### src/rtl/core/tcqp_pkg.sv
package tcqp_pkg;

    localparam int QUEUE_DEPTH = 16;
    localparam int PTR_W       = $clog2(QUEUE_DEPTH);
    localparam int CNT_W       = 5;
    localparam int DUR_W       = 32;
    localparam int FREQ_W      = 16;
    localparam int ENTRY_W     = DUR_W + FREQ_W;
    localparam logic [CNT_W-1:0] LIMIT_RESET = CNT_W'(16);

    // request codes
    localparam logic [1:0] OP_PUSH   = 2'd0;
    localparam logic [1:0] OP_UPDATE = 2'd1;
    localparam logic [1:0] OP_DRAIN  = 2'd2;
    localparam logic [1:0] OP_TICK   = 2'd3;

    typedef struct packed {
        logic [1:0]        op;
        logic [DUR_W-1:0]  duration;
        logic [FREQ_W-1:0] frequency;
    } cmd_t;

endpackage

### src/rtl/core/tcqp_ram.sv
module tcqp_ram #(
    parameter int WIDTH = 8,
    parameter int DEPTH = 16
) (
    input  logic                     clk,
    input  logic                     we,
    input  logic [$clog2(DEPTH)-1:0] waddr,
    input  logic [WIDTH-1:0]         wdata,
    input  logic [$clog2(DEPTH)-1:0] raddr,
    output logic [WIDTH-1:0]         rdata
);

    logic [WIDTH-1:0] mem [DEPTH];

    always_ff @(posedge clk)
    begin
        if (we)
        begin
            mem[waddr] <= wdata;
        end
        rdata <= mem[raddr];
    end

endmodule

### src/rtl/core/tcqp_front.sv
module tcqp_front (
    input  logic                    clk,
    input  logic                    rst_n,
    input  logic                    start,
    output logic                    busy,
    input  logic [1:0]              action,
    input  logic [tcqp_pkg::DUR_W-1:0]  duration,
    input  logic [tcqp_pkg::FREQ_W-1:0] frequency,
    output logic                    cmd_valid,
    output tcqp_pkg::cmd_t          cmd,
    input  logic                    cmd_pop
);

    // two-entry request queue between front and back
    tcqp_pkg::cmd_t slot_reg [2];
    tcqp_pkg::cmd_t slot_next;
    logic       wr_ptr_reg, wr_ptr_next;
    logic       rd_ptr_reg, rd_ptr_next;
    logic [1:0] fill_reg, fill_next;
    logic       push;
    logic       pop;

    assign busy      = (fill_reg == 2'd2);
    assign push      = start && !busy;
    assign cmd_valid = (fill_reg != 2'd0);
    assign pop       = cmd_pop && cmd_valid;
    assign cmd       = slot_reg[rd_ptr_reg];

    always_comb
    begin
        case (action)
            tcqp_pkg::OP_PUSH:   slot_next.op = tcqp_pkg::OP_PUSH;
            tcqp_pkg::OP_UPDATE: slot_next.op = tcqp_pkg::OP_UPDATE;
            tcqp_pkg::OP_DRAIN:  slot_next.op = tcqp_pkg::OP_DRAIN;
            default:             slot_next.op = tcqp_pkg::OP_TICK;
        endcase
        slot_next.duration  = duration;
        slot_next.frequency = frequency;
    end

    always_comb
    begin
        wr_ptr_next = push ? !wr_ptr_reg : wr_ptr_reg;
        rd_ptr_next = pop ? !rd_ptr_reg : rd_ptr_reg;
        fill_next   = fill_reg + 2'(push) - 2'(pop);
    end

    always_ff @(posedge clk)
    begin
        if (push)
        begin
            slot_reg[wr_ptr_reg] <= slot_next;
        end
    end

    always_ff @(posedge clk or negedge rst_n)
    begin
        if (!rst_n)
        begin
            wr_ptr_reg <= 1'b0;
            rd_ptr_reg <= 1'b0;
            fill_reg   <= 2'd0;
        end
        else
        begin
            wr_ptr_reg <= wr_ptr_next;
            rd_ptr_reg <= rd_ptr_next;
            fill_reg   <= fill_next;
        end
    end

endmodule

### src/rtl/core/tcqp_back.sv
module tcqp_back (
    input  logic                        clk,
    input  logic                        rst_n,
    input  logic                        queue_limit_we,
    input  logic [tcqp_pkg::CNT_W-1:0]  queue_limit,
    input  logic                        cmd_valid,
    input  tcqp_pkg::cmd_t              cmd,
    output logic                        cmd_pop,
    output logic                        done,
    output logic                        accepted,
    output logic                        powered,
    output logic [tcqp_pkg::FREQ_W-1:0] tone_frequency,
    output logic [tcqp_pkg::CNT_W-1:0]  queue_count,
    output logic                        draining
);

    localparam logic [1:0] ST_IDLE = 2'd0;
    localparam logic [1:0] ST_READ = 2'd1;
    localparam logic [1:0] ST_EXEC = 2'd2;

    logic [1:0]                    state_reg, state_next;
    logic [tcqp_pkg::PTR_W-1:0]    rp_reg, rp_next;
    logic [tcqp_pkg::CNT_W-1:0]    count_reg, count_next;
    logic [tcqp_pkg::CNT_W-1:0]    limit_reg, limit_next;
    logic                          playing_reg, playing_next;
    logic                          drain_reg, drain_next;
    logic [tcqp_pkg::FREQ_W-1:0]   freq_reg, freq_next;
    logic [tcqp_pkg::DUR_W-1:0]    elapsed_reg, elapsed_next;
    logic [tcqp_pkg::DUR_W-1:0]    target_reg, target_next;
    logic                          acc_reg, acc_next;
    logic                          done_reg, done_next;

    logic                          ram_we;
    logic [tcqp_pkg::PTR_W-1:0]    ram_waddr;
    logic [tcqp_pkg::ENTRY_W-1:0]  ram_rdata;
    logic                          room;

    // slot index wraps naturally: depth is a power of two
    assign ram_waddr = rp_reg + count_reg[tcqp_pkg::PTR_W-1:0];
    assign room = (count_reg < limit_reg)
               && (count_reg < tcqp_pkg::CNT_W'(tcqp_pkg::QUEUE_DEPTH))
               && !drain_reg;

    tcqp_ram #(
        .WIDTH (tcqp_pkg::ENTRY_W),
        .DEPTH (tcqp_pkg::QUEUE_DEPTH)
    ) u_ram (
        .clk   (clk),
        .we    (ram_we),
        .waddr (ram_waddr),
        .wdata ({cmd.duration, cmd.frequency}),
        .raddr (rp_reg),
        .rdata (ram_rdata)
    );

    always_comb
    begin
        state_next   = state_reg;
        rp_next      = rp_reg;
        count_next   = count_reg;
        limit_next   = queue_limit_we ? queue_limit : limit_reg;
        playing_next = playing_reg;
        drain_next   = drain_reg;
        freq_next    = freq_reg;
        elapsed_next = elapsed_reg;
        target_next  = target_reg;
        acc_next     = acc_reg;
        done_next    = 1'b0;
        cmd_pop      = 1'b0;
        ram_we       = 1'b0;

        case (state_reg)
            ST_IDLE:
            begin
                if (cmd_valid)
                begin
                    cmd_pop  = 1'b1;
                    acc_next = 1'b0;
                    case (cmd.op)
                        tcqp_pkg::OP_PUSH:
                        begin
                            if (room)
                            begin
                                ram_we     = 1'b1;
                                count_next = count_reg + 1'b1;
                                acc_next   = 1'b1;
                                state_next = ST_READ;
                            end
                            else
                            begin
                                done_next = 1'b1;
                            end
                        end
                        tcqp_pkg::OP_UPDATE:
                        begin
                            state_next = ST_READ;
                        end
                        tcqp_pkg::OP_DRAIN:
                        begin
                            drain_next   = 1'b1;
                            playing_next = 1'b0;
                            freq_next    = '0;
                            done_next    = 1'b1;
                        end
                        default:
                        begin
                            if (elapsed_reg != '1)
                            begin
                                elapsed_next = elapsed_reg + 1'b1;
                            end
                            done_next = 1'b1;
                        end
                    endcase
                end
            end
            // head entry is fetched here, after any write of the same slot
            ST_READ:
            begin
                state_next = ST_EXEC;
            end
            ST_EXEC:
            begin
                state_next = ST_IDLE;
                done_next  = 1'b1;
                if (drain_reg)
                begin
                    if (count_reg != '0)
                    begin
                        rp_next    = rp_reg + 1'b1;
                        count_next = count_reg - 1'b1;
                    end
                    else
                    begin
                        drain_next = 1'b0;
                    end
                end
                else if (playing_reg)
                begin
                    if (elapsed_reg >= target_reg)
                    begin
                        playing_next = 1'b0;
                        freq_next    = '0;
                        elapsed_next = '0;
                        target_next  = '0;
                    end
                end
                else if (count_reg != '0)
                begin
                    target_next  = ram_rdata[tcqp_pkg::ENTRY_W-1:tcqp_pkg::FREQ_W];
                    freq_next    = ram_rdata[tcqp_pkg::FREQ_W-1:0];
                    rp_next      = rp_reg + 1'b1;
                    count_next   = count_reg - 1'b1;
                    playing_next = 1'b1;
                    elapsed_next = '0;
                end
            end
            default:
            begin
                state_next = ST_IDLE;
            end
        endcase
    end

    always_ff @(posedge clk or negedge rst_n)
    begin
        if (!rst_n)
        begin
            state_reg   <= ST_IDLE;
            rp_reg      <= '0;
            count_reg   <= '0;
            limit_reg   <= tcqp_pkg::LIMIT_RESET;
            playing_reg <= 1'b0;
            drain_reg   <= 1'b0;
            freq_reg    <= '0;
            elapsed_reg <= '0;
            target_reg  <= '0;
            acc_reg     <= 1'b0;
            done_reg    <= 1'b0;
        end
        else
        begin
            state_reg   <= state_next;
            rp_reg      <= rp_next;
            count_reg   <= count_next;
            limit_reg   <= limit_next;
            playing_reg <= playing_next;
            drain_reg   <= drain_next;
            freq_reg    <= freq_next;
            elapsed_reg <= elapsed_next;
            target_reg  <= target_next;
            acc_reg     <= acc_next;
            done_reg    <= done_next;
        end
    end

    // state only moves while a request is worked, so the regs hold the result
    assign done           = done_reg;
    assign accepted       = acc_reg;
    assign powered        = playing_reg;
    assign tone_frequency = freq_reg;
    assign queue_count    = count_reg;
    assign draining       = drain_reg;

`ifndef SYNTHESIS
    a_freq_off: assert property (@(posedge clk) disable iff (!rst_n)
        !playing_reg |-> freq_reg == '0)
        else $error("tone frequency held while off");

    a_count_max: assert property (@(posedge clk) disable iff (!rst_n)
        count_reg <= tcqp_pkg::CNT_W'(tcqp_pkg::QUEUE_DEPTH))
        else $error("queue count above depth");

    a_read_exec: assert property (@(posedge clk) disable iff (!rst_n)
        state_reg == ST_READ |=> state_reg == ST_EXEC)
        else $error("fetch not followed by execute");

    a_exec_done: assert property (@(posedge clk) disable iff (!rst_n)
        state_reg == ST_EXEC |=> done_reg && state_reg == ST_IDLE)
        else $error("execute gave no result");

    a_pop_idle: assert property (@(posedge clk) disable iff (!rst_n)
        cmd_pop |-> state_reg == ST_IDLE && cmd_valid)
        else $error("request taken outside idle");
`endif

endmodule

### src/rtl/core/tone_command_queue_player.sv
// Tone command queue player. A request is taken at a clock edge with start high
// and busy low; a two-entry request queue lets up to two wait while one is
// worked. Each request gives exactly one result, shown for one cycle with done
// high; the receiver cannot stall, so sample on done. With the back end idle,
// tick, drain and refused push set done as the back end takes them; update and
// accepted push pass fetch and execute first, after the command memory write
// and its registered read; a request held in the queue adds its wait. queue_limit
// is written with queue_limit_we and should only change while no request is in
// flight. Tick, drain and refused push requests can be taken back to back.
module tone_command_queue_player (
    input  logic                        clk,
    input  logic                        rst_n,
    input  logic                        start,
    output logic                        busy,
    input  logic [1:0]                  action,
    input  logic [tcqp_pkg::DUR_W-1:0]  duration,
    input  logic [tcqp_pkg::FREQ_W-1:0] frequency,
    input  logic                        queue_limit_we,
    input  logic [tcqp_pkg::CNT_W-1:0]  queue_limit,
    output logic                        done,
    output logic                        accepted,
    output logic                        powered,
    output logic [tcqp_pkg::FREQ_W-1:0] tone_frequency,
    output logic [tcqp_pkg::CNT_W-1:0]  queue_count,
    output logic                        draining
);

    logic           cmd_valid;
    tcqp_pkg::cmd_t cmd;
    logic           cmd_pop;

    tcqp_front u_front (
        .clk       (clk),
        .rst_n     (rst_n),
        .start     (start),
        .busy      (busy),
        .action    (action),
        .duration  (duration),
        .frequency (frequency),
        .cmd_valid (cmd_valid),
        .cmd       (cmd),
        .cmd_pop   (cmd_pop)
    );

    tcqp_back u_back (
        .clk            (clk),
        .rst_n          (rst_n),
        .queue_limit_we (queue_limit_we),
        .queue_limit    (queue_limit),
        .cmd_valid      (cmd_valid),
        .cmd            (cmd),
        .cmd_pop        (cmd_pop),
        .done           (done),
        .accepted       (accepted),
        .powered        (powered),
        .tone_frequency (tone_frequency),
        .queue_count    (queue_count),
        .draining       (draining)
    );

endmodule
### config.mk
export PLATFORM = sky130hd
export DESIGN_NAME = tone_command_queue_player
export DESIGN_NICKNAME = d
export VERILOG_FILES = /design/src/rtl/core/tcqp_pkg.sv /design/src/rtl/core/tcqp_ram.sv /design/src/rtl/core/tcqp_front.sv /design/src/rtl/core/tcqp_back.sv /design/src/rtl/core/tone_command_queue_player.sv
export SDC_FILE = /design/constraint.sdc
export NUM_CORES = 1
export LEC_CHECK = 0
export BUFFER_PORTS_ARGS = -buffer_cell sky130_fd_sc_hd__buf_4
export CAP_MARGIN = 5
export CORE_AREA = 2 2 228 455
export CTS_BUF_LIST = sky130_fd_sc_hd__clkbuf_4 sky130_fd_sc_hd__clkbuf_8
export DETAILED_ROUTE_END_ITERATION = 10
export DIE_AREA = 0 0 230 457
export PLACE_DENSITY_LB_ADDON = 0.05
export SETUP_SLACK_MARGIN = 0.2
export SLEW_MARGIN = 20
export SYNTH_ARGS = -nofsm -noshare
export SYNTH_HDL_FRONTEND = slang
export SYNTH_SLANG_ARGS = --single-unit
export TNS_END_PERCENT = 1
### constraint.sdc
create_clock -name clk -period 7.34 [get_ports clk]
set_input_delay 0.734 -clock clk [delete_from_list [all_inputs] [get_ports clk]]
set_output_delay 0.734 -clock clk [all_outputs]
set_load 0.01 [all_outputs]
Yosys cells after proc, flatten, opt, wreduce, memory -nomap -nowiden
Memory sizes are Yosys's and may differ from the RTL's. A register that Yosys moved wholly into a read port is not among the register bits.
Index checks and enable logic that the tools add are counted.

cells by class
  bitwise gates (word level) = 1
  equality and inequality tests = 22
  order comparisons = 3
  muxes and demuxes = 57
  add/subtract/negate cells = 7
  reductions and logical operators = 25

operators with widths
  cell                                                              number
  32-bit 2-to-1 mux                                                 9
  16-bit 2-to-1 mux                                                 6
  32-bit one-hot mux with 2 select lines                            1
  32-bit by 1-bit adder with 32-bit output (second input constant)  1
  32-bit greater-or-equal comparator                                1
  32-bit inequality test (second input constant)                    1
  16-bit one-hot mux with 2 select lines                            1
  5-bit 2-to-1 mux                                                  6
  1-bit 2-to-1 mux                                                  21
  2-bit inequality test (second input constant)                     7
  4-bit 2-to-1 mux                                                  3
  5-bit one-hot mux with 2 select lines                             1
  3-bit inequality test (second input constant)                     3
  2-bit == test (second input constant)                             4
  1-bit one-hot mux with 2 select lines                             4
  2-bit one-hot mux with 2 select lines                             2
  4-bit AND reduction                                               2
  7-bit AND reduction                                               1
  2-bit by 1-bit == test with 1-bit output (second input constant)  3
  2-bit zero test                                                   3
  2-bit one-hot mux with 3 select lines                             1
  3-bit AND reduction                                               2
  6-bit AND reduction                                               1
  2-bit nonzero test                                                3
  other kinds (19)                                                  28

word-level totals
  memories kept = 2
  register bits = 104
  bits in writable memories = 868
  word-level logic and storage cells = 131
  output and inout bits = 26

memory list
  name              words  bits a word  rd ports  clocked after memory_dff  write ports  RTL line          RTL
  u_back.u_ram.mem  16     48           1         1                         1            tcqp_ram.sv:13    logic [WIDTH-1:0] mem [DEPTH];
  u_front.slot_reg  2      50           1         0                         1            tcqp_front.sv:15  tcqp_pkg::cmd_t slot_reg [2];

Longest topological paths before layout
  depth after elaboration = 9
  depth in mapped cells = 11
  depth with buffers taken out = 9

By module
Synthesis repeated with hierarchy kept, for this count alone.

second synthesis, totals
  cells, all modules = 2003
  area, all modules = 39366.5 um2

modules (own cells, without submodules)
  module      area an instance (um2)  sequential area each (um2)  instances  cells each
  tcqp_ram    29694.7                 24023.0                     1          1242
  tcqp_back   5597.9                  2503.7                      1          585
  tcqp_front  4073.9                  3103.0                      1          176

Worst setup path after synthesis
No wires, ideal clock.

  path kind = register to register
  start = register u_back.count_reg (netlist bit u_back.queue_count[1])
  end = memory u_back.u_ram.mem[13][0] (netlist bit), enable pin
  slack = 66 ps
  arrival = 6684 ps
  library setup time = 590 ps
  required time = 6750 ps
  path buffers = 1
  cell stages (with the launch flop) = 9
  cells stage by stage = dfrtp_1 -> ha_1 -> a21o_1 -> a21o_1 -> a21oi_1 -> o21ai_1 -> or2_1 -> buf_2 -> nor4b_1

on the way
  longest elaborated chain between the ends = 9

RTL lines
  what                                          RTL line                          RTL
  start: declaration                            tcqp_back.sv:23                   logic [tcqp_pkg::CNT_W-1:0] count_reg, count_next;
  start signal: assignment                      tcqp_back.sv:184                  count_reg <= count_next;
  5-bit < comparator, on equally long branches  tcqp_back.sv:40, tcqp_back.sv:41
  1-bit logical AND                             tcqp_back.sv:41                   && (count_reg < tcqp_pkg::CNT_W'(tcqp_pkg::QUEUE_DEPTH))
  1-bit logical AND                             tcqp_back.sv:42                   && !drain_reg;
  1-bit 2-to-1 mux                              tcqp_back.sv:82                   if (room)
  1-bit 2-to-1 mux                              tcqp_back.sv:79                   case (cmd.op)
  1-bit 2-to-1 mux                              tcqp_back.sv:75                   if (cmd_valid)
  1-bit 2-to-1 mux                              tcqp_back.sv:72                   case (state_reg)
  1-bit 2-to-1 mux                              tcqp_ram.sv:17                    if (we)
  1-bit 2-to-1 mux (not written as such)        tcqp_ram.sv:19                    mem[waddr] <= wdata;
  end: declaration                              tcqp_ram.sv:13

Several ways; a longest one is shown, not always the timed one.

Worst setup path after layout
  start = register u_front.rd_ptr_reg
  end = memory u_back.u_ram.mem[3][27] (netlist bit), enable pin

on the way
  longest elaborated chain between the ends = 7

RTL lines
  what                                    RTL line          RTL
  start: declaration                      tcqp_front.sv:18  logic rd_ptr_reg, rd_ptr_next;
  start signal: assignment                tcqp_front.sv:67  rd_ptr_reg <= rd_ptr_next;
  memory 2 x 50 bit                       -
  2-bit zero test                         tcqp_back.sv:79
  1-bit 2-to-1 mux                        tcqp_back.sv:79
  1-bit 2-to-1 mux                        tcqp_back.sv:75
  1-bit 2-to-1 mux                        tcqp_back.sv:72
  1-bit 2-to-1 mux                        tcqp_ram.sv:17
  1-bit 2-to-1 mux (not written as such)  tcqp_ram.sv:19

Every way passes these cells.

==> run_results.csv <==
group,metric,value,unit
status,status,"completed",
clocking,root_buffer,"clkbuf_8",
timing,finalCritPeriodShare,0.513,
logic_synthesis,netlist_instances,1938,
logic_synthesis,async_reset_ff_frac,0.102,
critical_path,reg2reg_depth,6,
critical_path,slowest_stage,"dfrtp_4",
placement,postPlaceCellArea,41700,um^2
finish,post-route-util,0.444,
timing,setup_violations,0,
finish,finish.instance_area,45200,um^2
logic_synthesis,synth_edf_count,868,
die,dieArea,105000,um^2
routing,drc,0,
routing,wl_per_cell,25.9,um
timing,fin_crit,3.76,ns
routing,vias,18900,
placement,hpwl,49900,um
critical_path,critPathKind,"reg2reg",
finish,largest_reg_flops,768,
clocking,cts_buffers,149,
finish,mostFrequentLayoutCells,"edfxtp_1 (868), mux4_2 (240), clkbuf_8 (165)",
routing,vias_per_cell,5.21,
routing,drtIter0Drc,1107,
critical_path,r2r_slack,3.58,ns
logic_synthesis,synth-adder-area-share,0.0157,
placement,port_buffers,84,
timing,tightestPinTransition,1.06,ns
die,rows,166,
logic_synthesis,synthesis.area,39300,um^2
clocking,clock_sinks,1020,
routing,drt_pass1_iterations,5,
critical_path,cp_num_cells,6,
global_routing,grt_pass1_vias,20400,
placement,place.gp.congestion,0.731,
clocking,tritoncts,"yes",
power,ir_drop,280,uV
timing,maxSlewViolCount,0,
critical_path,setup.worst_path.start_class,"register",
timing,final.setup.tns,0,ns
worst_hold_path,min_path_type,"in2reg",
finish,fillers,8952,
global_routing,grtUsageTotal,0.183,
critical_path,required,7.80,ns
critical_path,crit_path_end,"u_back.u_ram.mem[3][27]",
die,die_h,457,um
critical_path,critPathMaxStageDelay,1.04,ns
die,fp.coreArea,102000,um^2
timing,finalHoldViolations,0,
logic_synthesis,syn_area_per_cell,20.3,um^2
power,cellLeakagePower,0.0153,uW
clocking,clk_path_buf_depth,3,
clocking,clkLatencyLatePin,0.84,ns
critical_path,r2r_end,"u_back.u_ram.mem[3][27]",
clocking,path_clk_slew,0.07,ns
logic_synthesis,synth.distinct_cells,60,
clocking,postCtsSetupBuffers,0,
global_routing,grt_pass1_wl,139000,um
logic_synthesis,synth_top_family_by_area,"multiplexers",
die,die_x,230,um
critical_path,worstSetupEndpointType,"register",
routing,detail-route-antenna-nets,0,
logic_synthesis,synth_nets,2045,
die,start_util,0.386,
critical_path,crit_arrival,4.22,ns
critical_path,r2r-start,"u_front.rd_ptr_reg",
logic_synthesis,yosys-mux-area-fraction,0.153,
clocking,cts.htree.levels,4,
critical_path,crit_path_start,"u_front.rd_ptr_reg",
power,finalPower,17100,uW
timing,fmax,266,MHz
logic_synthesis,synth_compound_gate_area_share,0.0233,
critical_path,path_buf_inv,1,
logic_synthesis,synth_warnings,0,
global_routing,grt_overflow,0,
timing,finClkSkew,0.0390,ns
finish,nNetsFinal,2270,
logic_synthesis,yosysSeqAreaShare,0.754,
die,pin_count,85,
logic_synthesis,synth_xor_area_frac,0.00379,
global_routing,antenna_found_initial,1,
run,cap_violations,0,
timing,rsz0062_at_grt,"no",
critical_path,cp_cell_sequence,"a21oi_1 -> nor4_1 -> o21ai_1 -> or2_1 -> nor3_2 -> buf_12",
power,pwr_density_cell,378,nW/um^2
finish,final_common_cell,"edfxtp_1",
logic_synthesis,synthSimpleGateAreaFrac,0.0356,
routing,drt-total-wl,93900,um
finish,area_growth,15.0,%
logic_synthesis,synth_seq_cells,1020,
critical_path,critPathMaxFanout,57,
critical_path,critPathTopFamily,"simple AND/OR/NAND/NOR gates",
finish,final_layout_size_suffix_gt1_frac,0.305,
timing,relSlewSlack,0.290,
logic_synthesis,synthFlopType,"edfxtp_1",
global_routing,grt_max_degree,144,
timing,hold_ws,0.118,ns
## Yosys cell counts (2+ instances only)
master       n  area (um^2)
or2_1        2         12.5
nor3_1      15         75.1
o21ai_0     23          115
o211ai_1     3         22.5
nand2_1    115          432
and2_1       4         25.0
a21oi_1     43          215
nand3_1     22          110
a31oi_1     25          156
edfxtp_1   868        26100
nand2b_1     8         50.1
a21o_1       7         52.6
mux2_2      52          586
xor2_1       4         35.0
clkbuf_1    58          218
dfrtp_1    103         2580
o21a_1       5         37.5
nor3_2       2         20.0
nor2_1      39          146
nor4_1       7         43.8
mux4_2     240         5410
a22o_1      17          149
dfxtp_1     48          961
inv_1       50          188
nor4b_1      4         35.0
nor2b_1      4         25.0
ha_1        46          576
and3_1       6         37.5
o21ai_2      2         17.5
a2bb2oi_1    2         17.5
nand3b_1    33          248
buf_1        5         18.8
xnor2_1     13          114
buf_6        4         45.0
fa_1         2         40.0
buf_2       25          125
nand4_1      9         56.3
## area by class of cell
cell class,instances,area [um^2],area share
antenna,1,2.50,0.0000553
clock buffer,221,2690,0.0595
clock inverter,52,388,0.00858
inverter,50,188,0.00415
multi-input combinational,775,9210,0.204
sequential,1020,29600,0.656
tap,1344,1680,0.0372
timing repair buffer,167,1420,0.0313
## worst min path at each step
stage | start | to | slack (ns) | cells after the start
6_report | duration[13] | u_front.slot_reg[0][29] | 0.12 | 1
5_1_grt | duration[13] | u_front.slot_reg[0][29] | 0.04 | 1
4_1_cts | duration[13] | u_front.slot_reg[0][29] | 0.0009 | 1
3_5_place_dp | u_back.u_ram.rdata[1] | u_back.tone_frequency[1] | 0.43 | 1
3_3_place_gp | u_back.u_ram.rdata[2] | u_back.tone_frequency[2] | 0.43 | 1
2_1_floorplan | u_back.u_ram.rdata[0] | u_back.tone_frequency[0] | 0.43 | 1
## cells by family after synthesis
kind of cell	Yosys count
mux	293
flops	1020
fa+ha+maj	48
simple gates	276
buf+inv	143
xor+xnor	17
compound gates	141
## metrics by stage
stage               setup WS [ns]  cells
floorplan                  0.0658   1938
global placement             3.42   3311
detailed placement           3.47   3311
CTS                          3.44   3629
global route                 3.19   3630
finish                       3.58   3630
## report_power, final
part | internal (uW) | leakage [uW] | switching [uW] | total, uW
clock network | 2530 | 0.00163 | 2180 | 4720
registers | 7370 | 0.00959 | 555 | 7920
logic | 2010 | 0.00408 | 2450 | 4450
total | 11900 | 0.0153 | 5180 | 17100
## repair_timing
action | in CTS | in global routing
hold buffers | 45 | 0
hold endpoints to repair | 146 | 0
resized for setup | 0 | 0
endpoints found under the setup margin | 0 | 0
## routing by layer
metal | up-vias | track usage | routed length [um]
met3 | 166 | 0.0332 | 3360
met4 | 0 | 0.0618 | 2490
li1 | 8308 | - | -
met1 | 10100 | 0.229 | 38800
met5 | - | 0 | 0
met2 | 395 | 0.320 | 49300
No activity file was read; power rests on OpenSTA's default activity.
